### config.mk
export PLATFORM = sky130hd
export DESIGN_NAME = websocket_frame_deframer
export DESIGN_NICKNAME = d
export VERILOG_FILES = /design/src/rtl/wsd_pkg.sv /design/src/rtl/wsd_parser.sv /design/src/rtl/websocket_frame_deframer.sv
export SDC_FILE = /design/constraint.sdc
export NUM_CORES = 1
export LEC_CHECK = 0
export BUFFER_PORTS_ARGS = -buffer_cell sky130_fd_sc_hd__buf_2
export CELL_PAD_IN_SITES_DETAIL_PLACEMENT = 0
export CELL_PAD_IN_SITES_GLOBAL_PLACEMENT = 1
export CORE_MARGIN = 4
export CORE_UTILIZATION = 43
export CTS_CLUSTER_SIZE = 12
export DETAILED_ROUTE_END_ITERATION = 10
export GPL_TIMING_DRIVEN = 0
export PLACE_DENSITY_LB_ADDON = 0.05
export SLEW_MARGIN = 20
export SYNTH_ARGS = -nofsm -noshare
export SYNTH_HDL_FRONTEND = slang
export SYNTH_SLANG_ARGS = --single-unit
### constraint.sdc
create_clock -name clock -period 5.13 [get_ports clock]
set_input_delay 1.2825 -clock clock [delete_from_list [all_inputs] [get_ports clock]]
set_output_delay 1.2825 -clock clock [all_outputs]
set_load 0.02 [all_outputs]
### src/rtl/wsd_pkg.sv
// Package for the WebSocket frame deframer: status codes, opcodes and the
// result word type shared by the parser and the top level.
// Depends on nothing.
package wsd_pkg;

   localparam int unsigned ByteWidth   = 8;
   localparam int unsigned LengthWidth = 64;
   localparam int unsigned KeyWidth    = 32;
   localparam int unsigned IndexWidth  = 4;

   localparam logic [6:0] LenCode16 = 7'd126;
   localparam logic [6:0] LenCode64 = 7'd127;

   typedef enum logic [3:0] {
      OP_CONT   = 4'h0,
      OP_TEXT   = 4'h1,
      OP_BINARY = 4'h2,
      OP_CLOSE  = 4'h8,
      OP_PING   = 4'h9,
      OP_PONG   = 4'hA
   } opcode_type;

   typedef enum logic [3:0] {
      ST_DATA       = 4'd0,
      ST_SHORT      = 4'd1,
      ST_NO_EXTLEN  = 4'd2,
      ST_NO_KEY     = 4'd3,
      ST_INCOMPLETE = 4'd4,
      ST_CLOSE      = 4'd5,
      ST_PING       = 4'd6,
      ST_PONG       = 4'd7,
      ST_UNKNOWN    = 4'd8
   } status_type;

   typedef struct packed {
      logic                   emit;
      logic [ByteWidth-1:0]   out_byte;
      logic                   byte_valid;
      logic                   frame_done;
      status_type             status;
      logic [3:0]             frame_opcode;
      logic [LengthWidth-1:0] payload_length;
   } result_type;

endpackage

### src/rtl/wsd_parser.sv
// Header parser and payload unmasking state for the WebSocket deframer.
// Holds the per-frame state and forms the result for the current word.
// Depends on wsd_pkg.
module wsd_parser (
   input  logic                   clock,
   input  logic                   reset,
   input  logic                   step,
   input  logic [7:0]             in_byte,
   input  logic                   frame_end,
   output wsd_pkg::result_type    result
);
   import wsd_pkg::*;

   logic [IndexWidth-1:0]  header_index_ff, header_index_in;
   logic [3:0]             opcode_ff, opcode_in;
   logic                   mask_flag_ff, mask_flag_in;
   logic [6:0]             length_code_ff, length_code_in;
   logic [LengthWidth-1:0] length_value_ff, length_value_in;
   logic [KeyWidth-1:0]    mask_key_ff, mask_key_in;
   logic [LengthWidth-1:0] payload_count_ff, payload_count_in;

   logic [IndexWidth-1:0]  ext_cur, hdr_cur, ext_new, hdr_new;
   logic                   data_op;
   logic                   valid;
   logic [ByteWidth-1:0]   key_byte;
   logic [ByteWidth-1:0]   ob;
   status_type             status;

   function automatic logic [IndexWidth-1:0] ext_bytes(input logic [6:0] code);
      logic [IndexWidth-1:0] n;
      n = '0;
      if (code == LenCode16) n = IndexWidth'(2);
      else if (code == LenCode64) n = IndexWidth'(8);
      return n;
   endfunction

   always_comb begin
      unique case (payload_count_ff[1:0])
         2'd0: key_byte = mask_key_ff[31:24];
         2'd1: key_byte = mask_key_ff[23:16];
         2'd2: key_byte = mask_key_ff[15:8];
         default: key_byte = mask_key_ff[7:0];
      endcase
   end

   always_comb begin
      ext_cur = ext_bytes(length_code_ff);
      hdr_cur = IndexWidth'(2) + ext_cur + (mask_flag_ff ? IndexWidth'(4) : '0);
      data_op = (opcode_ff == OP_TEXT) || (opcode_ff == OP_BINARY);

      header_index_in  = header_index_ff;
      opcode_in        = opcode_ff;
      mask_flag_in     = mask_flag_ff;
      length_code_in   = length_code_ff;
      length_value_in  = length_value_ff;
      mask_key_in      = mask_key_ff;
      payload_count_in = payload_count_ff;
      valid            = 1'b0;
      ob               = in_byte ^ (mask_flag_ff ? key_byte : '0);

      priority if (header_index_ff == '0) begin
         opcode_in       = in_byte[3:0];
         header_index_in = IndexWidth'(1);
      end else if (header_index_ff == IndexWidth'(1)) begin
         mask_flag_in    = in_byte[7];
         length_code_in  = in_byte[6:0];
         length_value_in = (in_byte[6:0] < LenCode16) ? LengthWidth'(in_byte[6:0]) : '0;
         header_index_in = IndexWidth'(2);
      end else if (header_index_ff < IndexWidth'(2) + ext_cur) begin
         length_value_in = {length_value_ff[LengthWidth-9:0], in_byte};
         header_index_in = header_index_ff + IndexWidth'(1);
      end else if (header_index_ff < hdr_cur) begin
         mask_key_in     = {mask_key_ff[KeyWidth-9:0], in_byte};
         header_index_in = header_index_ff + IndexWidth'(1);
      end else if (payload_count_ff < length_value_ff) begin
         valid            = data_op;
         payload_count_in = payload_count_ff + LengthWidth'(1);
      end else begin
         valid = 1'b0;
      end

      ext_new = ext_bytes(length_code_in);
      hdr_new = IndexWidth'(2) + ext_new + (mask_flag_in ? IndexWidth'(4) : '0);
      priority if (header_index_in < IndexWidth'(2)) status = ST_SHORT;
      else if (header_index_in < IndexWidth'(2) + ext_new) status = ST_NO_EXTLEN;
      else if (header_index_in < hdr_new) status = ST_NO_KEY;
      else if (payload_count_in < length_value_in) status = ST_INCOMPLETE;
      else if ((opcode_in == OP_TEXT) || (opcode_in == OP_BINARY)) status = ST_DATA;
      else if (opcode_in == OP_CLOSE) status = ST_CLOSE;
      else if (opcode_in == OP_PING) status = ST_PING;
      else if (opcode_in == OP_PONG) status = ST_PONG;
      else status = ST_UNKNOWN;

      result.emit         = valid || frame_end;
      result.out_byte     = valid ? ob : '0;
      result.byte_valid   = valid;
      result.frame_done   = frame_end;
      result.frame_opcode = opcode_in;
      result.status       = frame_end ? status : ST_DATA;
      result.payload_length = (frame_end && (status != ST_SHORT) && (status != ST_NO_EXTLEN))
                              ? length_value_in : '0;
   end

   always_ff @(posedge clock) begin
      if (reset || (step && frame_end)) begin
         header_index_ff  <= '0;
         opcode_ff        <= '0;
         mask_flag_ff     <= 1'b0;
         length_code_ff   <= '0;
         length_value_ff  <= '0;
         mask_key_ff      <= '0;
         payload_count_ff <= '0;
      end else if (step) begin
         header_index_ff  <= header_index_in;
         opcode_ff        <= opcode_in;
         mask_flag_ff     <= mask_flag_in;
         length_code_ff   <= length_code_in;
         length_value_ff  <= length_value_in;
         mask_key_ff      <= mask_key_in;
         payload_count_ff <= payload_count_in;
      end
   end

endmodule

### src/rtl/websocket_frame_deframer.sv
// Top level of the WebSocket frame deframer: stream handshake and result
// register around the header parser. Depends on wsd_pkg and wsd_parser.
//
// The req channel takes one raw frame byte per word in req_tdata, with
// req_tlast high on the last byte of the frame buffer. The rsp channel gives
// a word for every unmasked text or binary payload byte and for the last
// byte of each frame. On that last word rsp_tlast is high and the status,
// opcode and decoded payload length describe the frame; payload bytes given
// before an error status are to be dropped by the receiver.
// Each result word is registered and appears in the cycle after its byte
// is accepted. While no word is stalled one byte is accepted every cycle,
// as the single result register may be refilled in the cycle it is taken.
// Reset clears the parser state and the result valid flag; the first byte
// after reset or after a word with req_tlast is taken as a frame's first
// header byte. While the receiver holds rsp_tready low with a word waiting,
// req_tready is low and the input waits.
module websocket_frame_deframer (
   input  logic        clock,
   input  logic        reset,
   input  logic        req_tvalid,
   output logic        req_tready,
   input  logic [7:0]  req_tdata,   // in_byte
   input  logic        req_tlast,   // frame_end
   output logic        rsp_tvalid,
   input  logic        rsp_tready,
   output logic [71:0] rsp_tdata,   // out_byte [7:0], payload_length [71:8]
   output logic [8:0]  rsp_tuser,   // byte_valid [0], status [4:1], frame_opcode [8:5]
   output logic        rsp_tlast    // frame_done
);
   import wsd_pkg::*;

   logic       step;
   result_type result;
   result_type rsp_ff;
   logic       rsp_valid_ff, rsp_valid_in;

   assign req_tready = !rsp_valid_ff || rsp_tready;
   assign step       = req_tvalid && req_tready;

   wsd_parser u_parser (
      .clock     (clock),
      .reset     (reset),
      .step      (step),
      .in_byte   (req_tdata),
      .frame_end (req_tlast),
      .result    (result)
   );

   always_comb begin
      rsp_valid_in = rsp_valid_ff && !rsp_tready;
      if (step) begin
         rsp_valid_in = result.emit;
      end
   end

   always_ff @(posedge clock) begin
      if (reset) begin
         rsp_valid_ff <= 1'b0;
      end else begin
         rsp_valid_ff <= rsp_valid_in;
      end
   end

   always_ff @(posedge clock) begin
      if (step) begin
         rsp_ff <= result;
      end
   end

   assign rsp_tvalid = rsp_valid_ff;
   assign rsp_tdata  = {rsp_ff.payload_length, rsp_ff.out_byte};
   assign rsp_tuser  = {rsp_ff.frame_opcode, rsp_ff.status, rsp_ff.byte_valid};
   assign rsp_tlast  = rsp_ff.frame_done;

endmodule

# --- Word-level counts from Yosys, hierarchy flattened ---
# Index checks and enable logic that the tools add are counted.
totals:
  regBits: 259
  inputBits: 13
  out_inout_bits: 84
  word_cells: 103
classes:
  add_sub_neg: 6
  n_lt_le_gt_ge: 8
  n_eq_ne: 16
  mux: 40
  bitwise: 4
  n_reduce_logical: 15
ops:
  columns: ["operator", "count"]
  rows:
  - ["2-to-1 mux 64 bit", 8]
  - ["< comparator 64 bit", 2]
  - ["2-to-1 mux 4 bit", 17]
  - ["adder 64 x 1 -> 64 bit (second input constant)", 1]
  - ["== test 7 bit (second input constant)", 4]
  - ["one-hot mux 8 bit (3 select lines)", 1]
  - ["2-to-1 mux 7 bit", 3]
  - ["< comparator 4 bit", 4]
  - ["== test 4 x 1 -> 1 bit (second input constant)", 3]
  - ["== test 4 bit (second input constant)", 3]
  - ["adder 2 x 4 -> 4 bit (first input constant)", 2]
  - ["adder 4 bit", 2]
  - ["== test 4 x 2 -> 1 bit (second input constant)", 2]
  - ["2-to-1 mux 1 bit", 8]
  - ["2-to-1 mux 8 bit", 1]
  - ["XOR 8 bit", 1]
  - ["< comparator 7 bit (second input constant)", 1]
  - ["2-to-1 mux 3 bit", 2]
  - ["logical AND 1 bit", 5]
  - ["logical OR 1 bit", 5]
  - ["AND reduction 5 bit", 1]
  - ["adder 4 x 1 -> 4 bit (second input constant)", 1]
  - ["logical NOT 4 bit", 1]
  - ["< comparator 4 x 2 -> 1 bit (second input constant)", 1]
  - ["other kinds (7)", 10]

# --- Longest topological paths before layout ---
depth:
  word_depth: 18
  mapped_depth: 25
  ltp_nobuf: 24

# --- Cells and area by module ---
# From an unflattened synthesis, not the netlist that was laid out.
hier_totals:
  cells_unflattened: 1726
  hier_area_um2: 15041.9
modules_own_cells:
  columns: ["mod", "n_inst", "cells_per_inst", "area_each_um2", "seq_area_each_um2"]
  rows:
  - ["wsd_parser", 1, 1639, 12528.3, 3523.4]
  - ["websocket_frame_deframer", 1, 87, 2513.7, 2482.4]

# --- Worst setup path before layout ---
# OpenSTA, ideal clock, no wires.
synth_path:
  path_type: "input to register"
  startpoint: "input port rsp_tready"
  endpoint: "register rsp_ff (netlist bit rsp_tdata[0]), enable pin"
  setup_ns: 0.478
  arrival_ns: 4.856
  required_ns: 4.652
  setup_slack_ns: -0.204
  stages: 6
  path_buffers: 3
  cell_sequence: "nand2b_1 -> nand2_1 -> inv_1 -> clkbuf_1 -> clkbuf_1 -> clkbuf_1"
synth_via:
  elab_chain_cells: 2
synth_lines:
  columns: ["element", "line_no", "source"]
  rows:
  - ["start: declaration", "websocket_frame_deframer.sv:25", "input logic rsp_tready,"]
  - ["logical OR 1 bit", "websocket_frame_deframer.sv:37", "assign req_tready = !rsp_valid_ff || rsp_tready;"]
  - ["logical AND 1 bit", "websocket_frame_deframer.sv:38", "assign step = req_tvalid && req_tready;"]
  - ["via step", "websocket_frame_deframer.sv:32", "logic step;"]
  - ["end signal: assignment", "websocket_frame_deframer.sv:66", "rsp_ff <= result;"]
  - ["end: declaration", "websocket_frame_deframer.sv:34", "result_type rsp_ff;"]
# The timed path passes the listed nets, and every way through them passes these cells.
# A chain may end at the register's enable or synchronous reset.

# --- Final worst setup path ---
layout_path:
  startpoint: "register u_parser.length_code_ff[3]"
  endpoint: "register rsp_ff (netlist bit rsp_tuser[1]), data pin"
layout_via:
  elab_chain_cells: 15
  word_cells_on_any_way: 35
  classes_between: "add/sub: 4; order compare: 6; eq/ne: 4; mux: 21"
layout_lines:
  columns: ["element", "line_no", "source"]
  rows:
  - ["start: declaration", "wsd_parser.sv:17", "logic [6:0] length_code_ff, length_code_in;"]
  - ["start signal: assignment", "wsd_parser.sv:117", "length_code_ff <= length_code_in;"]
  - ["== test 7 bit", "wsd_parser.sv:33", "else if (code == LenCode64) n = IndexWidth'(8);"]
  - ["2-to-1 mux 4 bit", "wsd_parser.sv:33", null]
  - ["2-to-1 mux 4 bit (*)", "wsd_parser.sv:32", "if (code == LenCode16) n = IndexWidth'(2);"]
  - ["adder 2 x 4 -> 4 bit (*)", "wsd_parser.sv:48, wsd_parser.sv:69", null]
  - ["adder 4 bit", "wsd_parser.sv:48", "hdr_cur = IndexWidth'(2) + ext_cur + (mask_flag_ff ? IndexWidth'(4) : '0);"]
  - ["< comparator 4 bit", "wsd_parser.sv:72", "end else if (header_index_ff < hdr_cur) begin"]
  - ["2-to-1 mux 64 bit", "wsd_parser.sv:72", null]
  - ["2-to-1 mux 64 bit (*)", "wsd_parser.sv:69", "end else if (header_index_ff < IndexWidth'(2) + ext_cur) begin"]
  - ["2-to-1 mux 64 bit (*)", "wsd_parser.sv:64", "end else if (header_index_ff == IndexWidth'(1)) begin"]
  - ["2-to-1 mux 64 bit (*)", "wsd_parser.sv:61", "priority if (header_index_ff == '0) begin"]
  - ["via u_parser.payload_count_in[42]", "wsd_parser.sv:20", "logic [LengthWidth-1:0] payload_count_ff, payload_count_in;"]
  - ["< comparator 64 bit (*)", "wsd_parser.sv:87", "else if (payload_count_in < length_value_in) status = ST_INCOMPLETE;"]
  - ["2-to-1 mux 4 bit (*)", "wsd_parser.sv:87", null]
  - ["2-to-1 mux 4 bit (*)", "wsd_parser.sv:86", "else if (header_index_in < hdr_new) status = ST_NO_KEY;"]
  - ["2-to-1 mux 4 bit (*)", "wsd_parser.sv:85", "else if (header_index_in < IndexWidth'(2) + ext_new) status = ST_NO_EXTLEN;"]
  - ["2-to-1 mux 4 bit (*)", "wsd_parser.sv:84", "priority if (header_index_in < IndexWidth'(2)) status = ST_SHORT;"]
# The timed path passes the listed nets; every way through them passes the cells marked *.

==> impl_metrics.json <==
{
  "finClkSkew_ns": 0.01592,
  "hp-class": "flip-flop to flip-flop",
  "num_vias": 13260,
  "drt_iter0_markers": 944,
  "synth_cells": 1712,
  "ys.flop_type": "dfxtp_1",
  "pin_count": 97,
  "async_flop_share": 0,
  "p_per_area_nw_per_um2": 285.5,
  "synth.yosys.seq_area_share": 0.3943,
  "die_height_um": 196.2,
  "syn_to_final_growth_pct": 18.61,
  "setup_viol": 4,
  "clkSinkCount": 259,
  "ys_types": 74,
  "first_global_vias": 12580,
  "vias_per_cell": 5.647,
  "tightest_slew_ns": 1.024,
  "grt_overflow": 0,
  "firstDrtPassIters": 7,
  "final-seq-area_um2": 6011,
  "drc": 0,
  "wl_per_cell_um": 20.79,
  "clkLatencyLatePin_ns": 0.59,
  "multiInputGateArea_um2": 8946,
  "r2r_slack_ns": -0.49,
  "power.leakage_nw": 7.357,
  "crit_fanout": 7,
  "start_util": 0.4388,
  "rsz0062_at_grt": "true",
  "cts_tree": "built",
  "synth_edf_count": 82,
  "place_hpwl_um": 36120,
  "status": "finished with violations",
  "place_congestion": 0.8864,
  "grt_max_degree": 92,
  "min_period_ns": 5.618,
  "pre_cts_slack_ns": -1.827,
  "drv_cap": 0,
  "min_path_cells": 2,
  "crit_arrival_ns": 5.95,
  "num_rows": 68,
  "wirelength_um": 48830,
  "finalMaxSlewViolations": 0,
  "power_mw": 5.158,
  "syn-num-nets": 1866,
  "nNetsFinal": 2023,
  "vdd_drop_max_mv": 0.3150,
  "cts-root-buf": "clkbuf_16",
  "dieArea_um2": 38500,
  "ant_nets": 0,
  "reg2reg_depth": 25,
  "slowest_stage": "a211oi_2",
  "cts_hold_buf": 0,
  "worst-setup-path-type": "flip-flop to flip-flop",
  "violations": "setup timing",
  "startpoint_type": "flip-flop",
  "antenna_found_initial": 0,
  "postSynthAreaPerCell_um2": 8.898,
  "fmax_mhz": 178.0,
  "fin_ws_ns": -0.4884,
  "cts_buffers": 31,
  "critPathRequiredTime_ns": 5.46,
  "drive_gt1_frac": 0.1436,
  "htree_levels": 1,
  "hold_violations": 0,
  "synth_area_um2": 15230,
  "clockBufferDepth": 3,
  "grt_util_all_layers": 0.2468,
  "coreArea_um2": 34710,
  "maxSlewHeadroom": 0.2995,
  "die_x_um": 196.2,
  "fin_crit_sh": 1.095,
  "clkTransAtPathRegs_ns": 0.06,
  "n_antenna_cell": 0,
  "grt_pass1_wl_um": 75160,
  "synth_seq_cells": 259,
  "n_fill_cell": 3333,
  "synth_warnings": 0,
  "port_buffers": 95,
  "cp-end-kind": "flip-flop",
  "cpPeakStageDelay_ns": 0.41
}
==> synthesized netlist by cell type, types with 3 or more instances <==
library cell  number  area share
nor2_1           306       0.075
dfxtp_1          177        0.23
ha_1             141        0.12
nand2_1          103       0.025
inv_1             95       0.023
edfxtp_1          82        0.16
xnor2_1           79       0.045
a211oi_1          76       0.037
clkbuf_1          72       0.018
nor3_1            60       0.020
a21oi_1           59       0.019
a22oi_1           58       0.029
xor2_1            49       0.028
nand4_1           41       0.017
mux2i_1           38       0.025
o21ai_0           35       0.011
nand3_1           28      0.0092
a21o_1            26       0.013
nor4_1            24      0.0099
o211ai_1          16      0.0079
buf_1             12      0.0030
or3_1             12      0.0049
and3_1             9      0.0037
and4_1             9      0.0052
a222oi_1           8      0.0053
a221oi_1           7      0.0040
or2_2              7      0.0029
o21a_1             6      0.0030
nor2b_1            5      0.0021
and2_1             4      0.0016
buf_2              4      0.0013
o22ai_1            4      0.0016
a31o_2             3      0.0017
mux2_2             3      0.0022
nand2b_1           3      0.0012
or4_1              3      0.0015
==> power by group <==
group | leakage, nW | internal [mW] | switching [mW]
clock network | 0.511 | 1.35 | 0.923
registers | 2.28 | 2.18 | 0.0611
logic | 4.57 | 0.192 | 0.448
total | 7.36 | 3.73 | 1.43
==> kinds of logic (layout without fill, tap and decap cells) <==
| kind of cell | count (synthesis) | after routing | share of synthesized area |
|---|---|---|---|
| AO/OA/AOI/OAI | 321 | 321 | 0.1464 |
| XOR/XNOR | 128 | 128 | 0.07359 |
| adder cells (fa/ha/maj) | 141 | 141 | 0.1158 |
| buffers and inverters | 187 | 369 | 0.04764 |
| flip-flops | 259 | 259 | 0.3943 |
| multiplexers | 42 | 42 | 0.02793 |
| AND/OR/NAND/NOR | 634 | 634 | 0.1944 |
==> cells in the final DEF (no fill, tap or decap), drive strengths merged, types with 5 or more instances in the layout <==
cell / count
edfxtp: 82
a221oi: 7
clkbuf: 108
dfxtp: 177
nor2b: 5
nand2: 103
and2: 5
a22oi: 58
xor2: 49
or2: 9
xnor2: 79
a21oi: 60
bufinv: 5
clkinv: 17
ha: 141
buf: 142
nand4: 45
a222oi: 8
nor2: 308
o21ai: 36
mux2i: 38
nor3: 62
o211ai: 16
nor4: 26
or3: 12
inv: 96
and4: 9
o21a: 6
nand3: 29
a21o: 26
a211oi: 76
and3: 9
==> metrics by stage <==
stage          std cells  hold WS, ns  setup TNS, ns  utilization  instance area [µm²]
6_report            2349       0.4736         -1.799       0.5205                18070
5_1_grt             2349       0.5047         -2.315       0.5205                18070
4_1_cts             2334       0.4760         -1.224       0.5102                17710
3_5_place_dp        2262       0.4523         -14.56       0.4695                16300
3_3_place_gp        2262       0.4473         -84.92       0.4693                16290
2_1_floorplan       1712       0.4364              0            -                15250
==> area by class of cell <==
| class | count | share of cell area |
|---|---|---|
| Buffer | 88 | 0.02188 |
| Clock buffer | 35 | 0.04376 |
| Timing Repair Buffer | 127 | 0.04148 |
| Tap cell | 455 | 0.03151 |
| Clock inverter | 23 | 0.01364 |
| Inverter | 96 | 0.01994 |
| Sequential cell | 259 | 0.3327 |
| Multi-Input combinational cell | 1266 | 0.4951 |
==> final timing paths <==
| kind | to | from |
|---|---|---|
| hold reg to reg | u_parser.length_code_ff[5]$_SDFFE_PP0P_ | u_parser.length_code_ff[5]$_SDFFE_PP0P_ |
| setup reg to reg | rsp_tuser[1]$_SDFFCE_PN0P_ | u_parser.length_code_ff[3]$_SDFFE_PP0P_ |
| setup / recovery | rsp_tuser[1]$_SDFFCE_PN0P_ | u_parser.length_code_ff[3]$_SDFFE_PP0P_ |
| hold / removal | u_parser.length_code_ff[5]$_SDFFE_PP0P_ | u_parser.length_code_ff[5]$_SDFFE_PP0P_ |
==> registers in the layout, indices dropped and copies added, names as in the netlist <==
signal / flops
u_parser.mask_flag_ff: 1
rsp_tdata: 72
u_parser.payload_count_ff: 64
rsp_tlast: 1
rsp_tuser: 9
u_parser.header_index_ff: 4
u_parser.opcode_ff: 4
u_parser.length_code_ff: 7
u_parser.length_value_ff: 64
rsp_tvalid: 1
u_parser.mask_key_ff: 32
==> repair_timing <==
action | 4_1_cts | 5_1_grt
resized for setup | 59 | 48
pin swaps | 28 | 36
setup buffers | 16 | 16
setup endpoints to repair | 54 | 4
==> critical path: cells and delay by family (launching register included) <==
kind | cells | cell delay [ns]
AOI/OAI and AO/OA | 12 | 2.39
and+or+nand+nor | 5 | 1.07
buffers and inverters | 4 | 0.62
adders and majority gates | 2 | 0.57
DFF | 1 | 0.35
xor gates and xnor gates | 2 | 0.35
==> per-layer routing <==
layer  up-vias  track usage  part of all wire
met3        62      0.02851             0.055
met4         0      0.05043             0.020
li1       6467            -                 -
met1      6425       0.3720              0.49
met5         -            0                 0
met2       310       0.3831              0.44
Note: power is estimated with default switching activity, not from simulation.
